`config.mk`:
```
export PLATFORM = sky130hd
export DESIGN_NAME = bitmap_find_first_and_set
export DESIGN_NICKNAME = d
export VERILOG_FILES = /design/src/rtl/core/bfs_pkg.sv /design/src/rtl/core/bitmap_find_first_and_set.sv /design/src/rtl/core/bfs_ctrl.sv /design/src/rtl/core/bfs_datapath.sv
export SDC_FILE = /design/constraint.sdc
export NUM_CORES = 2
export LEC_CHECK = 0
export BUFFER_PORTS_ARGS = -buffer_cell sky130_fd_sc_hd__buf_4
export CORE_ASPECT_RATIO = 1.4
export CORE_MARGIN = 4
export CORE_UTILIZATION = 40
export DETAILED_ROUTE_END_ITERATION = 10
export MAX_ROUTING_LAYER = met4
export SYNTH_ARGS = -nofsm -noshare
export SYNTH_HDL_FRONTEND = slang
export SYNTH_HIERARCHICAL = 1
export SYNTH_SLANG_ARGS = --single-unit
```
`constraint.sdc`:
```
create_clock -name clk -period 4.9 [get_ports clk]
set_input_delay 1.225 -clock clk [delete_from_list [all_inputs] [get_ports clk]]
set_output_delay 1.225 -clock clk [all_outputs]
set_load 0.01 [all_outputs]
```
`src/rtl/core/bfs_pkg.sv`:
```
// Shared types, constants and helpers for the bitmap find-first-and-set block.
package bfs_pkg;

  localparam int WORD_BITS = 32;
  localparam int BIT_W     = 5;
  localparam int IDX_W     = 10;
  localparam int CNT_W     = 6;
  localparam int STS_W     = 2;

  localparam logic [STS_W-1:0] ST_OK    = 2'd0;
  localparam logic [STS_W-1:0] ST_RANGE = 2'd1;
  localparam logic [STS_W-1:0] ST_NONE  = 2'd2;

  localparam logic MODE_WRITE = 1'b0;
  localparam logic MODE_FIND  = 1'b1;

  localparam logic [CNT_W-1:0] WORD_COUNT_RST = 6'd32;

  typedef struct packed {
    logic clr_step;
    logic load;
    logic post_range;
    logic wr_back;
    logic find_step;
  } bfs_cmd_t;

  typedef struct packed {
    logic clr_last;
    logic range_err;
    logic find_hit;
    logic find_none;
  } bfs_sts_t;

  function automatic logic [BIT_W-1:0] lowest_set(input logic [WORD_BITS-1:0] w);
    logic [BIT_W-1:0] r;
    r = '0;
    for (int i = WORD_BITS - 1; i >= 0; i--) begin
      if (w[i]) begin
        r = BIT_W'(i);
      end
    end
    return r;
  endfunction

endpackage

```
`src/rtl/core/bitmap_find_first_and_set.sv`:
```
// Top level of the bitmap find-first-and-set block.
// A bitmap of MAX_WORDS 32-bit words in one single-port-read memory. After reset the
// block is busy while a clearing pass zeroes the memory word by word; cfg writes are
// taken throughout. An item is taken when start is high and busy low.
// A bit write runs a memory read, then a write-back, and its result beat
// appears in the cycle after; an out-of-range write answers in the cycle after accept.
// A find reads one word per cycle from the memory port and walks at most word_count
// words (word_count capped at MAX_WORDS): after the accept it reads each word in
// turn and checks the last word read, then shows its result beat.
// Each result beat is shown for one cycle on out_strobe and cannot be held off;
// the next item may be started in the cycle the beat is shown.
module bitmap_find_first_and_set #(
  parameter int MAX_WORDS = 32
) (
  input  logic                        clk,
  input  logic                        rst_n,
  input  logic                        cfg_we,
  input  logic [bfs_pkg::CNT_W-1:0]   cfg_wdata,
  input  logic                        start,
  output logic                        busy,
  input  logic                        in_mode,
  input  logic [bfs_pkg::IDX_W-1:0]   in_bit_index,
  input  logic                        in_bit_value,
  output logic                        out_strobe,
  output logic [bfs_pkg::STS_W-1:0]   out_status,
  output logic [bfs_pkg::IDX_W-1:0]   out_position
);

  bfs_pkg::bfs_cmd_t cmd;
  bfs_pkg::bfs_sts_t sts;

  bfs_ctrl u_ctrl (
    .clk     (clk),
    .rst_n   (rst_n),
    .start   (start),
    .in_mode (in_mode),
    .sts     (sts),
    .cmd     (cmd),
    .busy    (busy)
  );

  bfs_datapath #(
    .MAX_WORDS (MAX_WORDS)
  ) u_dp (
    .clk          (clk),
    .rst_n        (rst_n),
    .cfg_we       (cfg_we),
    .cfg_wdata    (cfg_wdata),
    .in_mode      (in_mode),
    .in_bit_index (in_bit_index),
    .in_bit_value (in_bit_value),
    .cmd          (cmd),
    .sts          (sts),
    .out_strobe   (out_strobe),
    .out_status   (out_status),
    .out_position (out_position)
  );

endmodule

```
`src/rtl/core/bfs_ctrl.sv`:
```
// Controller state machine: clearing pass, bit write and find sequencing.
module bfs_ctrl (
  input  logic              clk,
  input  logic              rst_n,
  input  logic              start,
  input  logic              in_mode,
  input  bfs_pkg::bfs_sts_t sts,
  output bfs_pkg::bfs_cmd_t cmd,
  output logic              busy
);

  localparam logic [1:0] S_IDLE  = 2'd0;
  localparam logic [1:0] S_CLEAR = 2'd1;
  localparam logic [1:0] S_WRITE = 2'd2;
  localparam logic [1:0] S_FIND  = 2'd3;

  logic [1:0] state_r;
  logic [1:0] state_nxt;

  always_comb begin
    state_nxt = state_r;
    cmd       = '0;
    case (state_r)
      S_CLEAR: begin
        cmd.clr_step = 1'b1;
        if (sts.clr_last) begin
          state_nxt = S_IDLE;
        end
      end
      S_IDLE: begin
        if (start) begin
          cmd.load = 1'b1;
          if (in_mode == bfs_pkg::MODE_FIND) begin
            state_nxt = S_FIND;
          end else if (sts.range_err) begin
            cmd.post_range = 1'b1;
          end else begin
            state_nxt = S_WRITE;
          end
        end
      end
      S_WRITE: begin
        cmd.wr_back = 1'b1;
        state_nxt   = S_IDLE;
      end
      S_FIND: begin
        cmd.find_step = 1'b1;
        if (sts.find_hit || sts.find_none) begin
          state_nxt = S_IDLE;
        end
      end
      default: begin
        state_nxt = S_IDLE;
      end
    endcase
  end

  always_ff @(posedge clk) begin
    if (!rst_n) begin
      state_r <= S_CLEAR;
    end else begin
      state_r <= state_nxt;
    end
  end

  assign busy = (state_r != S_IDLE);

endmodule

```
`src/rtl/core/bfs_datapath.sv`:
```
// Datapath: bitmap memory, word-count register, find walk and result registers.
module bfs_datapath #(
  parameter int MAX_WORDS = 32
) (
  input  logic                        clk,
  input  logic                        rst_n,
  input  logic                        cfg_we,
  input  logic [bfs_pkg::CNT_W-1:0]   cfg_wdata,
  input  logic                        in_mode,
  input  logic [bfs_pkg::IDX_W-1:0]   in_bit_index,
  input  logic                        in_bit_value,
  input  bfs_pkg::bfs_cmd_t           cmd,
  output bfs_pkg::bfs_sts_t           sts,
  output logic                        out_strobe,
  output logic [bfs_pkg::STS_W-1:0]   out_status,
  output logic [bfs_pkg::IDX_W-1:0]   out_position
);

  localparam int AW  = (MAX_WORDS > 1) ? $clog2(MAX_WORDS) : 1;
  localparam int XW  = (AW > bfs_pkg::CNT_W) ? AW : bfs_pkg::CNT_W;
  localparam int CAP = (MAX_WORDS < 63) ? MAX_WORDS : 63;
  localparam logic [bfs_pkg::CNT_W-1:0] CAP_N    = bfs_pkg::CNT_W'(CAP);
  localparam logic [AW-1:0]             LAST_ADR = AW'(MAX_WORDS - 1);

  logic [bfs_pkg::WORD_BITS-1:0] mem [MAX_WORDS];
  logic [bfs_pkg::WORD_BITS-1:0] rd_data_r;

  logic [bfs_pkg::CNT_W-1:0] word_count_r;
  logic [bfs_pkg::CNT_W-1:0] n_words;
  logic [AW-1:0]             clr_cnt_r;
  logic [bfs_pkg::CNT_W-1:0] ic_r, ic_nxt;
  logic [bfs_pkg::CNT_W-1:0] ec_r, ec_nxt;
  logic                      ev_r, ev_nxt;
  logic [bfs_pkg::IDX_W-1:0] idx_r;
  logic                      val_r;

  logic                      strobe_r, strobe_nxt;
  logic [bfs_pkg::STS_W-1:0] status_r, status_nxt;
  logic [bfs_pkg::IDX_W-1:0] pos_r, pos_nxt;

  logic                          rd_en, mem_we;
  logic [AW-1:0]                 rd_addr, wr_addr;
  logic [bfs_pkg::WORD_BITS-1:0] wr_data, wb_word, target;
  logic [XW-1:0]                 in_word_x, idx_word_x, ic_x;
  logic                          issue;

  assign n_words = (word_count_r > CAP_N) ? CAP_N : word_count_r;

  assign in_word_x  = XW'(in_bit_index[bfs_pkg::IDX_W-1:bfs_pkg::BIT_W]);
  assign idx_word_x = XW'(idx_r[bfs_pkg::IDX_W-1:bfs_pkg::BIT_W]);
  assign ic_x       = XW'(ic_r);

  assign sts.clr_last  = (clr_cnt_r == LAST_ADR);
  assign sts.range_err = ({1'b0, in_bit_index[bfs_pkg::IDX_W-1:bfs_pkg::BIT_W]} >= n_words);

  assign issue  = cmd.find_step && (ic_r < n_words);
  assign target = val_r ? rd_data_r : ~rd_data_r;

  assign sts.find_hit  = ev_r && (target != '0);
  assign sts.find_none = !sts.find_hit &&
                         (ev_r ? (({1'b0, ec_r} + 7'd1) >= {1'b0, n_words})
                               : (ic_r >= n_words));

  always_comb begin
    wb_word = rd_data_r;
    wb_word[idx_r[bfs_pkg::BIT_W-1:0]] = val_r;
  end

  always_comb begin
    rd_en   = 1'b0;
    rd_addr = in_word_x[AW-1:0];
    mem_we  = 1'b0;
    wr_addr = idx_word_x[AW-1:0];
    wr_data = wb_word;
    if (cmd.clr_step) begin
      mem_we  = 1'b1;
      wr_addr = clr_cnt_r;
      wr_data = '0;
    end else if (cmd.wr_back) begin
      mem_we = 1'b1;
    end
    if (cmd.load && (in_mode == bfs_pkg::MODE_WRITE)) begin
      rd_en = 1'b1;
    end else if (issue) begin
      rd_en   = 1'b1;
      rd_addr = ic_x[AW-1:0];
    end
  end

  always_ff @(posedge clk) begin
    if (mem_we) begin
      mem[wr_addr] <= wr_data;
    end
    if (rd_en) begin
      rd_data_r <= mem[rd_addr];
    end
  end

  always_comb begin
    ic_nxt = ic_r;
    ec_nxt = ec_r;
    ev_nxt = ev_r;
    if (cmd.load) begin
      ic_nxt = '0;
      ev_nxt = 1'b0;
    end else if (cmd.find_step) begin
      ev_nxt = issue;
      ec_nxt = ic_r;
      if (issue) begin
        ic_nxt = ic_r + 1'b1;
      end
    end
  end

  always_comb begin
    strobe_nxt = 1'b0;
    status_nxt = status_r;
    pos_nxt    = pos_r;
    if (cmd.post_range) begin
      strobe_nxt = 1'b1;
      status_nxt = bfs_pkg::ST_RANGE;
      pos_nxt    = '0;
    end else if (cmd.wr_back) begin
      strobe_nxt = 1'b1;
      status_nxt = bfs_pkg::ST_OK;
      pos_nxt    = '0;
    end else if (cmd.find_step && sts.find_hit) begin
      strobe_nxt = 1'b1;
      status_nxt = bfs_pkg::ST_OK;
      pos_nxt    = {ec_r[bfs_pkg::BIT_W-1:0], bfs_pkg::lowest_set(target)};
    end else if (cmd.find_step && sts.find_none) begin
      strobe_nxt = 1'b1;
      status_nxt = bfs_pkg::ST_NONE;
      pos_nxt    = '0;
    end
  end

  always_ff @(posedge clk) begin
    if (!rst_n) begin
      word_count_r <= bfs_pkg::WORD_COUNT_RST;
      clr_cnt_r    <= '0;
      ic_r         <= '0;
      ev_r         <= 1'b0;
      strobe_r     <= 1'b0;
    end else begin
      if (cfg_we) begin
        word_count_r <= cfg_wdata;
      end
      if (cmd.clr_step) begin
        clr_cnt_r <= clr_cnt_r + 1'b1;
      end
      ic_r     <= ic_nxt;
      ev_r     <= ev_nxt;
      strobe_r <= strobe_nxt;
    end
  end

  always_ff @(posedge clk) begin
    ec_r     <= ec_nxt;
    status_r <= status_nxt;
    pos_r    <= pos_nxt;
    if (cmd.load) begin
      idx_r <= in_bit_index;
      val_r <= in_bit_value;
    end
  end

  assign out_strobe   = strobe_r;
  assign out_status   = status_r;
  assign out_position = pos_r;

endmodule

```
Word level (Yosys, flattened, before mapping)
Memory sizes are Yosys's and may differ from the RTL's. A register that Yosys moved wholly into a read port is not among the register bits.
Index checks and enable logic that the tools add are counted.

operators by class
  add/subtract/negate cells = 3
  order comparisons = 7
  equality and inequality tests = 8
  multiplexer cells = 70
  bitwise logic cells = 4
  reduce and logical (&&, ||, !) cells = 20

operators by type and width
  cell                                                        count
  2-to-1 mux 5 bit                                            35
  2-to-1 mux 32 bit                                           2
  bitwise mux 32 bit                                          1
  inverter 32 bit                                             1
  nonzero test 32 bit                                         1
  2-to-1 mux 1 bit                                            20
  2-to-1 mux 10 bit                                           2
  2-to-1 mux 2 bit                                            7
  case mux 2 bit (4 select lines)                             1
  adder 6 x 1 -> 7 bit, second input constant                 1
  >= comparator 7 x 6 -> 1 bit                                1
  logical AND 1 bit                                           7
  adder 6 x 1 -> 6 bit, second input constant                 1
  >= comparator 5 x 6 -> 1 bit                                1
  >= comparator 6 bit                                         1
  > comparator 6 bit, second input constant                   1
  less-than comparator 5 x 6 -> 1 bit, second input constant  1
  less-than comparator 6 bit                                  1
  2-to-1 mux 6 bit                                            1
  adder 5 x 1 -> 5 bit, second input constant                 1
  demux 1 bit (select 5 bit)                                  1
  equality test 5 bit, second input constant                  1
  >= comparator 5 x 1 -> 1 bit, second input constant         1
  equality test 2 bit, second input constant                  2
  other kinds (14)                                            20

storage, ports and cells
  flip-flop bits (word level) = 50
  memory bits (writable) = 1024
  output and inout port bits = 14
  memories = 1

memory list
  memory    depth  width  read ports  clocked after memory_dff  wr ports  line                source
  u_dp.mem  32     32     1           1                         1         bfs_datapath.sv:25  logic [bfs_pkg::WORD_BITS-1:0] mem [MAX_WORDS];

Longest topological paths before layout
  depth after elaboration = 35
  gate-level depth with buffers = 16

Modules after synthesis
Netlist, hierarchy kept.

by module, submodules not included
  module        times used  cells each  area an instance (µm²)  sequential area each (µm²)
  bfs_datapath  1           2745        43962.2                 32841.5
  bfs_ctrl      1           16          145.1                   40.0

Least setup slack after synthesis
OpenSTA, ideal clock, no wires.

  path kind = input-to-reg
  from = in start
  to = reg u_dp/rd_data_r[13] (netlist bit) (read register of u_dp.mem), data pin
  setup time = 271 ps
  data arrival time = 3568 ps
  data required time = 4629 ps
  path slack = 1060 ps
  cell stages on the path = 10
  cell sequence = nor3b_4 nand2b_1 nand4_4 mux2i_1 buf_2 buf_2 mux2i_1 o22ai_1 nor4_1 nand4_1

between the ends
  cells in the longest elaborated chain, start to end = 4
  elaborated cells between the ends (all ways) = 5

RTL lines
  what                                                  line                             source
  start, declared                                       bitmap_find_first_and_set.sv:19  input logic start,
  2-to-1 mux 2 bit *                                    bfs_ctrl.sv:31                   if (start) begin
  2-to-1 mux 2 bit *                                    bfs_ctrl.sv:23                   case (state_r)
  logical AND 1 bit *                                   bfs_datapath.sv:82               if (cmd.load && (in_mode == bfs_pkg::MODE_WRITE)) begin
  2-to-1 mux 5 bit or 2-to-1 mux 1 bit (tied branches)  bfs_datapath.sv:82
  end, declared                                         bfs_datapath.sv:26               logic [bfs_pkg::WORD_BITS-1:0] rd_data_r;

Every way passes the cells marked *; elsewhere a longest branch is shown, timed or not.
A chain may end at the register's enable or synchronous reset.

Worst setup path after layout
  from = reg u_dp/ic_r[0] (netlist bit)
  to = reg u_dp/rd_data_r[27] (netlist bit) (read register of u_dp.mem), data pin

between the ends
  cells in the longest elaborated chain, start to end = 4
  elaborated cells between the ends (all ways) = 6

RTL lines
  what                                                  line                 source
  start, declared                                       bfs_datapath.sv:31   logic [bfs_pkg::CNT_W-1:0] ic_r, ic_nxt;
  start signal, assigned                                bfs_datapath.sv:152  ic_r <= ic_nxt;
  less-than comparator 6 bit                            bfs_datapath.sv:56   assign issue = cmd.find_step && (ic_r < n_words);
  logical AND 1 bit                                     bfs_datapath.sv:56
  2-to-1 mux 5 bit or 2-to-1 mux 1 bit (tied branches)  bfs_datapath.sv:84   end else if (issue) begin
  2-to-1 mux 5 bit or 2-to-1 mux 1 bit (tied branches)  bfs_datapath.sv:82

Parallel ways exist; a longest one is shown, timed or not.

==> out/summary.txt <==
initial core utilization - 40.48%
count of nets left with antenna violations after detail routing - 0
# setup viols final - 0
Yosys warnings - 6
number of cell rows - 143
path class of the lowest-slack min-delay path - register to register
Final Core Density - 46.53%
switching fraction of total power - 20.61%
multi-input combinational cell area - 10980 um2
number of synthesized register bits - 1106
register area - 32880 um2
placement-stage worst setup slack - 0.3442 ns
number of nets in the finished design - 2926
count of mapped cells out of synthesis - 2761
cell area after layout - 50700 um2
slowest CP cell - sky130_fd_sc_hd__dfxtp_1
quantity of gates resized following cts - 0
cell count after placement - 4230
clock buffers created by TritonCTS - 98
Max Buffers Root-to-Sink - 3
measured slew at the worst slew-check pin - 1.395 ns
iteration count of the initial detailed-routing pass - 5
largest net degree at the start of global routing - 61
Yosys cell types - 72
H-Tree Level Count - 3
proportion of synthesized flip-flops having asynchronous set or reset - 0%
type of the worst setup path - register to register
total detailed-routing wirelength - 118200 um
placeable core region - 109000 um2
achievable clock frequency - 226.3 MHz
CP dominant cell by count - sky130_fd_sc_hd__buf_4
Crit path arrival time - 4.83 ns
crit path capture type - register
fraction of layout cells with a size suffix above 1 - 14.16%
net count of the mapped netlist - 2804
Net Sw Power - 3.976 mW
cts-stage hold buffer count - 0
Max-Slew Margin vs Limit - 6.891%
average cell area after synthesis - 15.98 um2
final critical path time including I/O delays and setup - 4.419 ns
routed length per instance - 26.80 um
Final TNS setup - 0 ns
clock transition at the register clock pins on the worst setup and hold paths after CTS - 0.06 ns
CTS tree - yes
setup repair after global routing missed its margin - false
Final Non-Filler Cells - 4410
critical path's largest stage delay - 0.68 ns
total global routing track utilization - 20.63%
number of I/O pins - 36
EDFF count, synth - 1073
via total after detailed routing - 25390
cells along the critical path - inv_1 > ha_1 > nor2b_1 > o21bai_2 > nand4_4 > buf_4 > mux2_2 > nand2_2 > buf_4 > o22ai_1 > nor4_1 > buf_4 > nand4_1
share of the clock period used by the worst path after layout - 90.18%
Area growth syn-to-layout - 14.95%
number of vias per cell after detailed routing - 5.757
Hold Slack - 0.4593 ns
via count of the first global-routing pass - 25163
first-pass GRT wire length - 171400 um
vertical die dimension - 400.9 um
final slew viol count - 0
Worst Slack Setup Final - 0.4813 ns
die area - 115700 um2
clock share of power - 41.6%
total overflow reported by the global router - 0
number of max-cap violations - 0
power density over the cells - 380.5 nW/um2
post-layout power - 19.29 mW
root buffer cell - sky130_fd_sc_hd__clkbuf_16
kind of launch point of the worst setup path - register
placed standard-cell area - 47270 um2
Die X - 288.6 um
outcome - finished clean
Setup Skew - 0.04617 ns
Critical Path RT - 5.32 ns
input/output buffers - 35
DPL Wire Length - 71540 um
count of inserted antenna diode cells - 0
area of the mapped netlist - 44110 um2
Filler Cells Inserted - 9171
static leakage power - 16.96 nW
peak ir drop on the vdd network - 273.3 uV
cell-internal power - 15.32 mW
total setup buffers inserted after CTS - 0
proportion of power drawn by flip-flops and latches - 53.9%
Most used DFF post-synth - sky130_fd_sc_hd__edfxtp_1
power share of the combinational group - 4.5%
hold violation count in the final report - 0
clock latency on the worst-skew pair - 0.71 ns
Max FO, Critical Path - 12
last weighted congestion value of the routability-driven placer - 0.8501
share of the yosys chip area belonging to registers - 74.55%
TritonCTS sink count - 1106
initial antenna violation count - 0
count of routing violations after the opening detailed-route iteration - 2632
number of remaining DRC errors - 0
cell families after synthesis:
| kind of cell | after synthesis | share of synthesized area, % |
|---|---|---|
| buffers and inverters | 170 | 1.770 |
| adders and majority gates | 21 | 0.5957 |
| AOI/OAI and AO/OA | 477 | 7.228 |
| muxes | 417 | 9.500 |
| and+or+nand+nor | 558 | 6.119 |
| xor gates and xnor gates | 12 | 0.2383 |
| DFF | 1106 | 74.55 |
state kept, by name (all words and copies together), names as in the netlist, 2 cells and up:
| register | cells |
|---|---|
| u_dp/out_status | 2 |
| u_dp/ic_r | 6 |
| u_dp/out_position | 10 |
| u_dp/mem | 1024 |
| u_ctrl/state_r | 2 |
| u_dp/word_count_r | 6 |
| u_dp/rd_data_r | 32 |
| u_dp/ec_r | 6 |
| u_dp/clr_cnt_r | 5 |
| u_dp/idx_r | 10 |
layer usage:
layer | routed length, um | vias up | track usage (%)
met5 | 0 | - | -
met4 | 2931 | 0 | 5.982
met3 | 7874 | 181 | 2.786
met2 | 61450 | 977 | 35.58
met1 | 45920 | 13070 | 25.47
li1 | - | 11162 | -
placed cells by master, fill, tap and decap left out, types with 21 or more instances in the layout:
cell type | synthesis | layout
sky130_fd_sc_hd__nor2_4 | 0 | 33
sky130_fd_sc_hd__buf_4 | 0 | 149
sky130_fd_sc_hd__nor4_1 | 36 | 36
sky130_fd_sc_hd__ha_1 | 21 | 21
sky130_fd_sc_hd__buf_12 | 0 | 22
sky130_fd_sc_hd__nand3_1 | 30 | 30
sky130_fd_sc_hd__a21oi_1 | 109 | 84
sky130_fd_sc_hd__nor2b_1 | 23 | 22
sky130_fd_sc_hd__clkbuf_16 | 0 | 99
sky130_fd_sc_hd__edfxtp_1 | 1073 | 1073
sky130_fd_sc_hd__nand4_1 | 42 | 42
sky130_fd_sc_hd__nand2_1 | 222 | 214
sky130_fd_sc_hd__clkinv_1 | 1 | 23
sky130_fd_sc_hd__o2bb2ai_1 | 64 | 64
sky130_fd_sc_hd__dfxtp_1 | 33 | 33
sky130_fd_sc_hd__o21ai_0 | 30 | 30
sky130_fd_sc_hd__mux2i_1 | 409 | 406
sky130_fd_sc_hd__o22ai_1 | 163 | 163
sky130_fd_sc_hd__nor2_1 | 105 | 64
sky130_fd_sc_hd__a22oi_1 | 36 | 36
sky130_fd_sc_hd__a221oi_1 | 33 | 33
critical path, delay by kind of cell (launching register included):
family,cells,cell delay [ns]
DFF,1,0.68
and+or+nand+nor,5,1.48
AOI/OAI and AO/OA,2,0.22
adders and majority gates,1,0.28
buffers and inverters,4,1.07
muxes,1,0.41
synth_stat cells (20+ instances only):
cell | count | share of area, %
sky130_fd_sc_hd__dfxtp_1 | 33 | 1.5
sky130_fd_sc_hd__buf_2 | 54 | 0.61
sky130_fd_sc_hd__nor2b_1 | 23 | 0.33
sky130_fd_sc_hd__nor2_1 | 105 | 0.89
sky130_fd_sc_hd__nand2b_1 | 20 | 0.28
sky130_fd_sc_hd__a21oi_1 | 109 | 1.2
sky130_fd_sc_hd__a221oi_1 | 33 | 0.66
sky130_fd_sc_hd__o22ai_1 | 163 | 2.3
sky130_fd_sc_hd__nand3_1 | 30 | 0.34
sky130_fd_sc_hd__o2bb2ai_1 | 64 | 1.3
sky130_fd_sc_hd__edfxtp_1 | 1073 | 73
sky130_fd_sc_hd__nand4_1 | 42 | 0.60
sky130_fd_sc_hd__nand2_1 | 222 | 1.9
sky130_fd_sc_hd__o21ai_0 | 30 | 0.34
sky130_fd_sc_hd__nor4_1 | 36 | 0.51
sky130_fd_sc_hd__a22oi_1 | 36 | 0.61
sky130_fd_sc_hd__clkbuf_1 | 80 | 0.68
sky130_fd_sc_hd__ha_1 | 21 | 0.60
sky130_fd_sc_hd__mux2i_1 | 409 | 9.3
power by group through the flow:
stage / Combinational [mW] / Sequential, mW / Clock (mW)
floorplan: 0.494 / 10.6 / 0
global route: 0.921 / 10.4 / 8.56
global placement: 0.858 / 10.6 / 0
CTS: 0.870 / 10.4 / 8.19
finish: 0.868 / 10.4 / 8.03
detailed placement: 0.868 / 10.6 / 0
area by class of cell:
class	instances	share of cell area, %
Sequential cell	1106	64.85
Multi-Input combinational cell	1485	21.65
Clock buffer	114	5.017
Tap cell	1450	3.578
Timing Repair Buffer	174	3.156
Clock inverter	63	1.611
Inverter	18	0.1333
final timing paths:
check / from / end / slack [ns] / cells after the start
max: u_dp/ic_r[0] / u_dp/rd_data_r[27] / 0.48 / 13
min: u_dp/out_status[1] / u_dp/out_status[1] / 0.46 / 2
max reg2reg: u_dp/ic_r[0] / u_dp/rd_data_r[27] / 0.48 / 13
min reg2reg: u_dp/out_status[1] / u_dp/out_status[1] / 0.46 / 2
Note: power is estimated with default switching activity, not from simulation.
